==> src/rtl/qes_pkg.sv <==
// ---------------------------------------------------------------------------
// qes_pkg - shared types, constants and step functions
// Widths, root kind codes, register indexes, queue entry layout and the
// per-stage arithmetic of the square root and divider pipelines.
// ---------------------------------------------------------------------------
package qes_pkg;

  localparam int COEF_W    = 32;
  localparam int DISC_W    = 66;
  localparam int ROOT_W    = 33;
  localparam int SQ_REM_W  = 36;
  localparam int NUM_W     = 34;
  localparam int DEN_W     = 33;
  localparam int FRAC_W    = 16;
  localparam int DVD_W     = NUM_W + FRAC_W;
  localparam int SQ_STAGES = DISC_W / 2;
  localparam int DV_STAGES = DVD_W;
  localparam int Q_DEPTH   = 4;
  localparam int Q_PTR_W   = $clog2(Q_DEPTH);

  localparam logic CFG_COEF_TOL = 1'b0;
  localparam logic CFG_DISC_TOL = 1'b1;

  localparam logic [15:0] COEF_TOL_RST = 16'd1;
  localparam logic [31:0] DISC_TOL_RST = 32'd42950;

  typedef enum logic [1:0] {
    KIND_NONE = 2'd0,
    KIND_ONE  = 2'd1,
    KIND_TWO  = 2'd2,
    KIND_INF  = 2'd3
  } root_kind_t;

  typedef struct packed {
    root_kind_t                kind;
    logic [DISC_W-1:0]         dmag;
    logic signed [COEF_W-1:0]  coef_b;
    logic                      a_neg;
    logic [NUM_W-1:0]          num;
    logic [DEN_W-1:0]          den;
    logic                      neg;
  } fe_entry_t;

  typedef struct packed {
    logic [SQ_REM_W-1:0] rem;
    logic [ROOT_W-1:0]   root;
  } sq_state_t;

  typedef struct packed {
    logic [DEN_W-1:0] rem;
    logic [DVD_W-1:0] z;
  } dv_state_t;

  typedef struct packed {
    logic              sat;
    logic [COEF_W-1:0] val;
  } fix_t;

  // one bit pair of the integer square root
  function automatic sq_state_t sqrt_step(sq_state_t s, logic [1:0] pair);
    logic [SQ_REM_W-1:0] remx;
    logic [SQ_REM_W-1:0] trial;
    sq_state_t           o;
    remx  = {s.rem[SQ_REM_W-3:0], pair};
    trial = {1'b0, s.root, 2'b01};
    if (remx >= trial) begin
      o.rem  = remx - trial;
      o.root = {s.root[ROOT_W-2:0], 1'b1};
    end else begin
      o.rem  = remx;
      o.root = {s.root[ROOT_W-2:0], 1'b0};
    end
    return o;
  endfunction

  // one quotient bit of the restoring division
  function automatic dv_state_t div_step(dv_state_t s, logic [DEN_W-1:0] den);
    logic [DEN_W:0] remx;
    logic           ge;
    dv_state_t      o;
    remx  = {s.rem, s.z[DVD_W-1]};
    ge    = (remx >= {1'b0, den});
    o.rem = ge ? DEN_W'(remx - {1'b0, den}) : remx[DEN_W-1:0];
    o.z   = {s.z[DVD_W-2:0], ge};
    return o;
  endfunction

  // apply sign and clamp to Q16.16
  function automatic fix_t fix_root(logic neg, logic [DVD_W-1:0] q);
    fix_t o;
    o.sat = 1'b0;
    o.val = '0;
    if (q != '0) begin
      if (neg) begin
        if (q > DVD_W'(33'h0_8000_0000)) begin
          o.sat = 1'b1;
          o.val = 32'h8000_0000;
        end else begin
          o.val = COEF_W'(~q[COEF_W-1:0] + 32'd1);
        end
      end else begin
        if (q > DVD_W'(32'h7FFF_FFFF)) begin
          o.sat = 1'b1;
          o.val = 32'h7FFF_FFFF;
        end else begin
          o.val = q[COEF_W-1:0];
        end
      end
    end
    return o;
  endfunction

endpackage

==> src/rtl/qes_queue.sv <==
// ---------------------------------------------------------------------------
// qes_queue - entry queue between front and back
// Small FIFO of classified entries; head is presented combinationally.
// ---------------------------------------------------------------------------
module qes_queue (
  input  logic                clk,
  input  logic                rst_n,
  input  logic                push,
  input  qes_pkg::fe_entry_t  push_entry,
  input  logic                pop,
  output logic                full,
  output logic                empty,
  output qes_pkg::fe_entry_t  head
);

  qes_pkg::fe_entry_t              mem [qes_pkg::Q_DEPTH];
  logic [qes_pkg::Q_PTR_W-1:0]     wr_ptr_r, rd_ptr_r;
  logic [qes_pkg::Q_PTR_W:0]       count_r;

  assign full  = (count_r == (qes_pkg::Q_PTR_W+1)'(qes_pkg::Q_DEPTH));
  assign empty = (count_r == '0);
  assign head  = mem[rd_ptr_r];

  always_ff @(posedge clk) begin
    if (push) begin
      mem[wr_ptr_r] <= push_entry;
    end
  end

  always_ff @(posedge clk) begin
    if (!rst_n) begin
      wr_ptr_r <= '0;
      rd_ptr_r <= '0;
      count_r  <= '0;
    end else begin
      if (push) wr_ptr_r <= wr_ptr_r + 1'b1;
      if (pop)  rd_ptr_r <= rd_ptr_r + 1'b1;
      unique case ({push, pop})
        2'b10:   count_r <= count_r + 1'b1;
        2'b01:   count_r <= count_r - 1'b1;
        default: count_r <= count_r;
      endcase
    end
  end

  a_no_overflow: assert property (@(posedge clk) disable iff (!rst_n)
    full |-> !push) else $error("queue push while full");
  a_no_underflow: assert property (@(posedge clk) disable iff (!rst_n)
    empty |-> !pop) else $error("queue pop while empty");
  a_count_track: assert property (@(posedge clk) disable iff (!rst_n)
    (push && !pop) |=> (count_r == $past(count_r) + 1'b1))
    else $error("queue count lost a push");

endmodule

==> config.mk <==
export PLATFORM = sky130hd
export DESIGN_NAME = qes_queue
export DESIGN_NICKNAME = d
export VERILOG_FILES = /design/src/rtl/qes_pkg.sv /design/src/rtl/qes_queue.sv
export SDC_FILE = /design/constraint.sdc
export NUM_CORES = 1
export LEC_CHECK = 0
export BUFFER_PORTS_ARGS = -buffer_cell sky130_fd_sc_hd__buf_2
export CAP_MARGIN = 30
export CORE_MARGIN = 2
export CORE_UTILIZATION = 25
export CTS_BUF_LIST = sky130_fd_sc_hd__clkbuf_8 sky130_fd_sc_hd__clkbuf_16
export CTS_CLUSTER_SIZE = 10
export DETAILED_ROUTE_END_ITERATION = 10
export MAX_ROUTING_LAYER = met4
export PLACE_DENSITY_LB_ADDON = 0.08
export SETUP_SLACK_MARGIN = 0.4
export SYNTH_ARGS = -nofsm -noshare
export SYNTH_HDL_FRONTEND = slang
export SYNTH_SLANG_ARGS = --single-unit
==> constraint.sdc <==
create_clock -name clk -period 6.9 [get_ports clk]
set_input_delay 1.035 -clock clk [delete_from_list [all_inputs] [get_ports clk]]
set_output_delay 1.035 -clock clk [all_outputs]
set_load 0.02 [all_outputs]
==> flow_metrics.env, run 1 <==
export IMPL_status="finished, final reports clean"
export IMPL_fin_nets=1514
export IMPL_core_area_mm2=0.0984
export IMPL_p_leak_uw=0.0101
export IMPL_clock_path_buffers=3
export IMPL_cts_sinks=685
export IMPL_grt_pass1_vias=12100
export IMPL_fin_crit_sh_pct=57.8
export IMPL_dpl_worst_slack_ps=3280
export IMPL_synth_seq_cells=685
export IMPL_gp_congestion=0.667
export IMPL_cts_resized=0
export IMPL_worst_pin_slew_ps=1070
export IMPL_synthDistinctLibCells=20
export IMPL_ant_nets=0
export IMPL_clk_pin_slew_ps=60
export IMPL_synthCells=929
export IMPL_die_h_um=319
export IMPL_vdd_ir_drop_max_mv=0.167
export IMPL_yosysTopAreaCellShare_pct=81.8
export IMPL_grt_pass1_wl_mm=86.6
export IMPL_root_buffer="clkbuf_16"
export IMPL_required_ps=5860
export IMPL_htreeDepth=3
export IMPL_yosysWarnings=0
export IMPL_crit_type="reg -> out"
export IMPL_crit_arrival_ps=2950
export IMPL_rsz0062_at_grt="false"
export IMPL_numPortBuffers=343
export IMPL_viasPerCell=4.14
export IMPL_grt_antenna_before_repair=11
export IMPL_cap_viol_max_count=0
export IMPL_syn2layout_area_growth_pct=23.1
export IMPL_synth_fp_nets=1108
export IMPL_setup_slack_ps=2910
export IMPL_grtUsageTotal_pct=12.0
export IMPL_final_cell_mix="edfxtp_1 (676), buf_2 (343), mux4_2 (169)"
export IMPL_synth_area_mm2=0.0248
export IMPL_relSlewSlack_pct=28.8
export IMPL_dr_pass1_iters=4
export IMPL_fmax_mhz=251
export IMPL_p_per_area_mw_per_mm2=319
export IMPL_die_area_mm2=0.102
export IMPL_hpwlAfterDp_mm=33.6
export IMPL_initialDrtViolationCount=711
export IMPL_cp_start_kind="flop"
export IMPL_worstPathMaxFanout=35
export IMPL_yosys_top_cells_area="edfxtp_1 (82%), mux4_2 (15%), dfxtp_1 (0.73%)"
export IMPL_fin_worst_skew_ps=11.4
export IMPL_synth_area_per_cell_um2=26.7
export IMPL_cts_buffers=83
export IMPL_grt_ovfl_total=0
export IMPL_synth_seq_area_share_pct=82.5
export IMPL_grt_max_degree=126
export IMPL_slew_viol_final=0
export IMPL_layout_drive_gt1_share_pct=45.6
export IMPL_routed_wl_mm=59.6
export IMPL_vias=11100
export IMPL_post_cts_buffers=0
export IMPL_finalHoldViolations=0
export IMPL_start_util_pct=25.2
export IMPL_die_w_um=319
export IMPL_synth_top_area_cell="edfxtp_1"
export IMPL_finalSetupTns_ps=0
export IMPL_end_kind="primary output"
export IMPL_period_minus_slack_ps=3990
export IMPL_final_util_pct=31.0
export IMPL_layout_commonest_cell="edfxtp_1"
export IMPL_cts_tree="done"
export IMPL_cts_hold_buf=0
export IMPL_setup_viol=0
export IMPL_io_pins=344
export IMPL_clk_latency_ps=630
export IMPL_rows=115
export IMPL_drc_errors=0
export IMPL_wire_per_inst_um=22.3
export IMPL_hold_path_class="reg -> reg"
[Yosys cell counts]
library cell,count
a21boi_0,1
and2_1,10
and3_1,1
buf_2,18
buf_6,14
clkbuf_1,6
dfxtp_1,9
edfxtp_1,676
fa_1,1
ha_1,5
inv_1,6
mux2i_1,1
mux4_2,169
nand2_1,2
nor2b_1,1
nor3_1,1
o21ai_0,2
or3_1,1
xnor2_1,2
xor2_1,3
[metal layers]
metal,GRT usage [%],wire length [um],vias to the layer above
met5,-,0,-
met4,3.77,1590,0
met3,4.55,4340,99
met2,18.7,28500,287
met1,14.5,25100,5839
li1,-,-,4850
[stage by stage]
step / power (uW) / std cells / instance area, um^2 / hold slack, ps
floorplan: 5570 / 929 / 24800 / 473
global placement: 5970 / 2535 / 28100 / 498
detailed placement: 5980 / 2536 / 28100 / 527
CTS: 9990 / 2662 / 30500 / 536
global route: 10200 / 2673 / 30500 / 560
finish: 9760 / 2676 / 30600 / 520
[final timing paths]
| kind | startpoint | to | slack (ps) | depth (start not counted) |
|---|---|---|---|---|
| worst max-delay path | flop | head[9] | 2910 | 3 |
| worst min-delay path | count_r[2]$_SDFFE_PN0P_ | count_r[2]$_SDFFE_PN0P_ | 520 | 2 |
| worst max register to register | wr_ptr_r[0]$_SDFFE_PN0P_ | mem[3][167]$_DFFE_PP_ | 4650 | 3 |
| worst min register to register | count_r[2]$_SDFFE_PN0P_ | count_r[2]$_SDFFE_PN0P_ | 520 | 2 |
[power by group]
part	total (uW)	internal, uW	switching (uW)	leakage, uW
sequential	4840	4790	48.0	0.00628
combinational	1010	388	624	0.00253
clock	3910	2300	1610	0.00126
[critical path: stages (launching register included)]
cell and delay (ps):
dfxtp_4 730, buf_4 730, mux4_2 620, buf_2 180
[state kept, by name, summed over array words and instances (netlist names), named ones only]
register and count:
count_r 3, mem 676, rd_ptr_r 2, wr_ptr_r 2
[cell families after synthesis]
family / after synthesis / synth area share (%)
xor gates and xnor gates: 5 / 0.176
adders and majority gates: 6 / 0.333
buffers and inverters: 44 / 1.18
AOI/OAI and AO/OA: 3 / 0.0706
DFF: 685 / 82.5
muxes: 170 / 15.4
and+or+nand+nor: 16 / 0.378
[area by class of cell]
class                      instances  area (um^2)
timing repair buffer             359         1950
sequential                       685        20500
fill                            9619        67900
clock buffer                      87         2180
antenna                           13         32.5
tap                             1287         1610
inverter                           6         22.5
multi-input combinational        200         4060
clock inverter                    39          211
(Power assumes the default switching activity.)
==> run 2: changes to the inputs <==
==> constraint.sdc (replaced) <==
create_clock -name clk -period 4 [get_ports clk]
set_input_delay 0.6 -clock clk [delete_from_list [all_inputs] [get_ports clk]]
set_output_delay 0.6 -clock clk [all_outputs]
set_load 0.02 [all_outputs]
==> run 2 against run 1 <==
Cell area up 0.97%. Power up 73%. Sequential share of layout area is 0.64 points lower. Critical path depth increased by 1. First-iteration DRC count is 14% lower. Routed wire length increased by 1.2%. Hold slack got worse by 340 ps. Core utilization is 0.30 points higher. Worst setup slack lost 2100 ps. Count of clock-buffer cells in the layout stayed put. Critical path type unchanged. Largest cell class unchanged. Largest power group unchanged.
==> flow_metrics.env, run 2 (synthesis results as in run 1) <==
export IMPL_grtUsageTotal_pct=12.2
export IMPL_worst_r2r_cell_count=3
export IMPL_viasPerCell=4.13
export IMPL_layout_commonest_cell="edfxtp_1"
export IMPL_largestRegisters="mem x676, count_r x3"
export IMPL_whs_ps=180
export IMPL_io_pins=344
export IMPL_syn2layout_area_growth_pct=24.3
export IMPL_crit_path_top_delay_cell="dfxtp_4"
export IMPL_vias=11200
export IMPL_wire_per_inst_um=22.2
export IMPL_rsz0062_at_grt="false"
export IMPL_period_minus_slack_ps=3160
export IMPL_die_area_mm2=0.102
export IMPL_status="finished, final reports clean"
export IMPL_fin_cells=2711
export IMPL_dpl_worst_slack_ps=1390
export IMPL_worst_pin_slew_ps=768
export IMPL_cts_buffers=84
export IMPL_core_area_mm2=0.0984
export IMPL_clk_pin_slew_ps=60
export IMPL_p_leak_uw=0.0102
export IMPL_grt_pass1_vias=12400
export IMPL_grt_antenna_before_repair=19
export IMPL_end_kind="primary output"
export IMPL_largest_register="mem"
export IMPL_min_to="mem[3][157]$_DFFE_PP_"
export IMPL_post_cts_buffers=0
export IMPL_cts_tree="done"
export IMPL_start_util_pct=25.2
export IMPL_clock_path_buffers=3
export IMPL_cts_sinks=685
export IMPL_drc_errors=0
export IMPL_grt_pass1_wl_mm=87.8
export IMPL_min_path_cells=1
export IMPL_finalSetupTns_ps=0
export IMPL_fin_crit_sh_pct=78.9
export IMPL_hold_path_class="in -> reg"
export IMPL_routed_wl_mm=60.3
export IMPL_numPortBuffers=343
export IMPL_fmax_mhz=317
export IMPL_max_stage_delay_ps=630
export IMPL_layout_drive_gt1_share_pct=46.2
export IMPL_crit_type="reg -> out"
export IMPL_cap_viol_max_count=0
export IMPL_fin_worst_skew_ps=17.6
export IMPL_largest_register_ffs=676
export IMPL_p_per_area_mw_per_mm2=546
export IMPL_hpwlAfterDp_mm=37.3
export IMPL_root_buffer="clkbuf_16"
export IMPL_vdd_ir_drop_max_mv=0.345
export IMPL_rrSetupSlack_ps=1980
export IMPL_crit_arrival_ps=2560
export IMPL_min_from="push_entry[157]"
export IMPL_setup_slack_ps=843
export IMPL_htreeDepth=3
export IMPL_die_h_um=319
export IMPL_grt_ovfl_total=0
export IMPL_grt_max_degree=68
export IMPL_cts_resized=0
export IMPL_initialDrtViolationCount=610
export IMPL_final_util_pct=31.3
export IMPL_fin_nets=1534
export IMPL_cts_hold_buf=0
export IMPL_die_w_um=319
export IMPL_r2r_end="mem[3][23]$_DFFE_PP_"
export IMPL_fillerInstances=9537
export IMPL_ant_nets=0
export IMPL_slew_viol_final=0
export IMPL_relSlewSlack_pct=48.8
export IMPL_worstPathMaxFanout=22
export IMPL_final_cell_mix="edfxtp_1 (676), buf_2 (343), mux4_2 (169)"
export IMPL_rows=115
export IMPL_critical_path_cell_chain="buf_12 -> buf_4 -> mux4_2 -> buf_2"
export IMPL_r2r_start="wr_ptr_r[0]$_SDFFE_PN0P_"
export IMPL_required_ps=3400
export IMPL_dp_cells=2556
export IMPL_clk_latency_ps=640
export IMPL_gp_congestion=0.707
export IMPL_setup_viol=0
export IMPL_cp_start_kind="flop"
export IMPL_dr_pass1_iters=4
export IMPL_finalHoldViolations=0
==> run 2: changes by cell type in the layout (fill, tap and decap cells not counted), sizes merged <==
| cell | previous run | this run |
|---|---|---|
| buf | 359 | 378 |
| clkinv | 11 | 17 |
| inv | 32 | 39 |
| diode | 13 | 17 |
| bufinv | 2 | 1 |
==> run 2: worst max-delay path by stage <==
stage	startpoint	to	slack [ps]	cells past startpoint
6_report	flop	head[21]	840	4
5_1_grt	flop	head[21]	610	4
4_1_cts	flop	head[21]	670	4
3_5_place_dp	flop	head[32]	1390	4
3_3_place_gp	flop	head[32]	1400	4
2_1_floorplan	push	mem[1][0]$_DFFE_PP_	890	1
==> run 2: power breakdown <==
group          internal, uW  switching [uW]
Combinational           708            1080
Clock                  3920            2790
Sequential             8260            95.5
==> run 2: layout make-up <==
type | count | area (um^2) | share of cell area [%]
Inverter | 6 | 22.5 | 0.0730
Clock inverter | 51 | 255 | 0.827
Clock buffer | 87 | 2170 | 7.02
Timing Repair Buffer | 378 | 2200 | 7.15
Antenna cell | 17 | 42.5 | 0.138
Tap cell | 1287 | 1610 | 5.22
Multi-Input combinational cell | 200 | 4060 | 13.2
Sequential cell | 685 | 20500 | 66.4
==> run 2: per-layer routing <==
layer  global-route usage, %  routed length, um
met5                       -                  0
met4                    4.27               1510
met2                    19.5              29400
met1                    14.1              24700
met3                    4.67               4630
==> run 2: worst max-delay path: cells and delay by family (launching register included) <==
kind	cells	cell delay, ps
buffers and inverters	3	750
muxes	1	540
DFF	1	630
==> run 2: metrics by stage <==
| step | total power, uW | instance area [um^2] |
|---|---|---|
| global placement | 10400 | 28400 |
| floorplan | 9570 | 24800 |
| CTS | 17200 | 30800 |
| global route | 17600 | 30800 |
| finish | 16900 | 30900 |
| detailed placement | 10400 | 28400 |
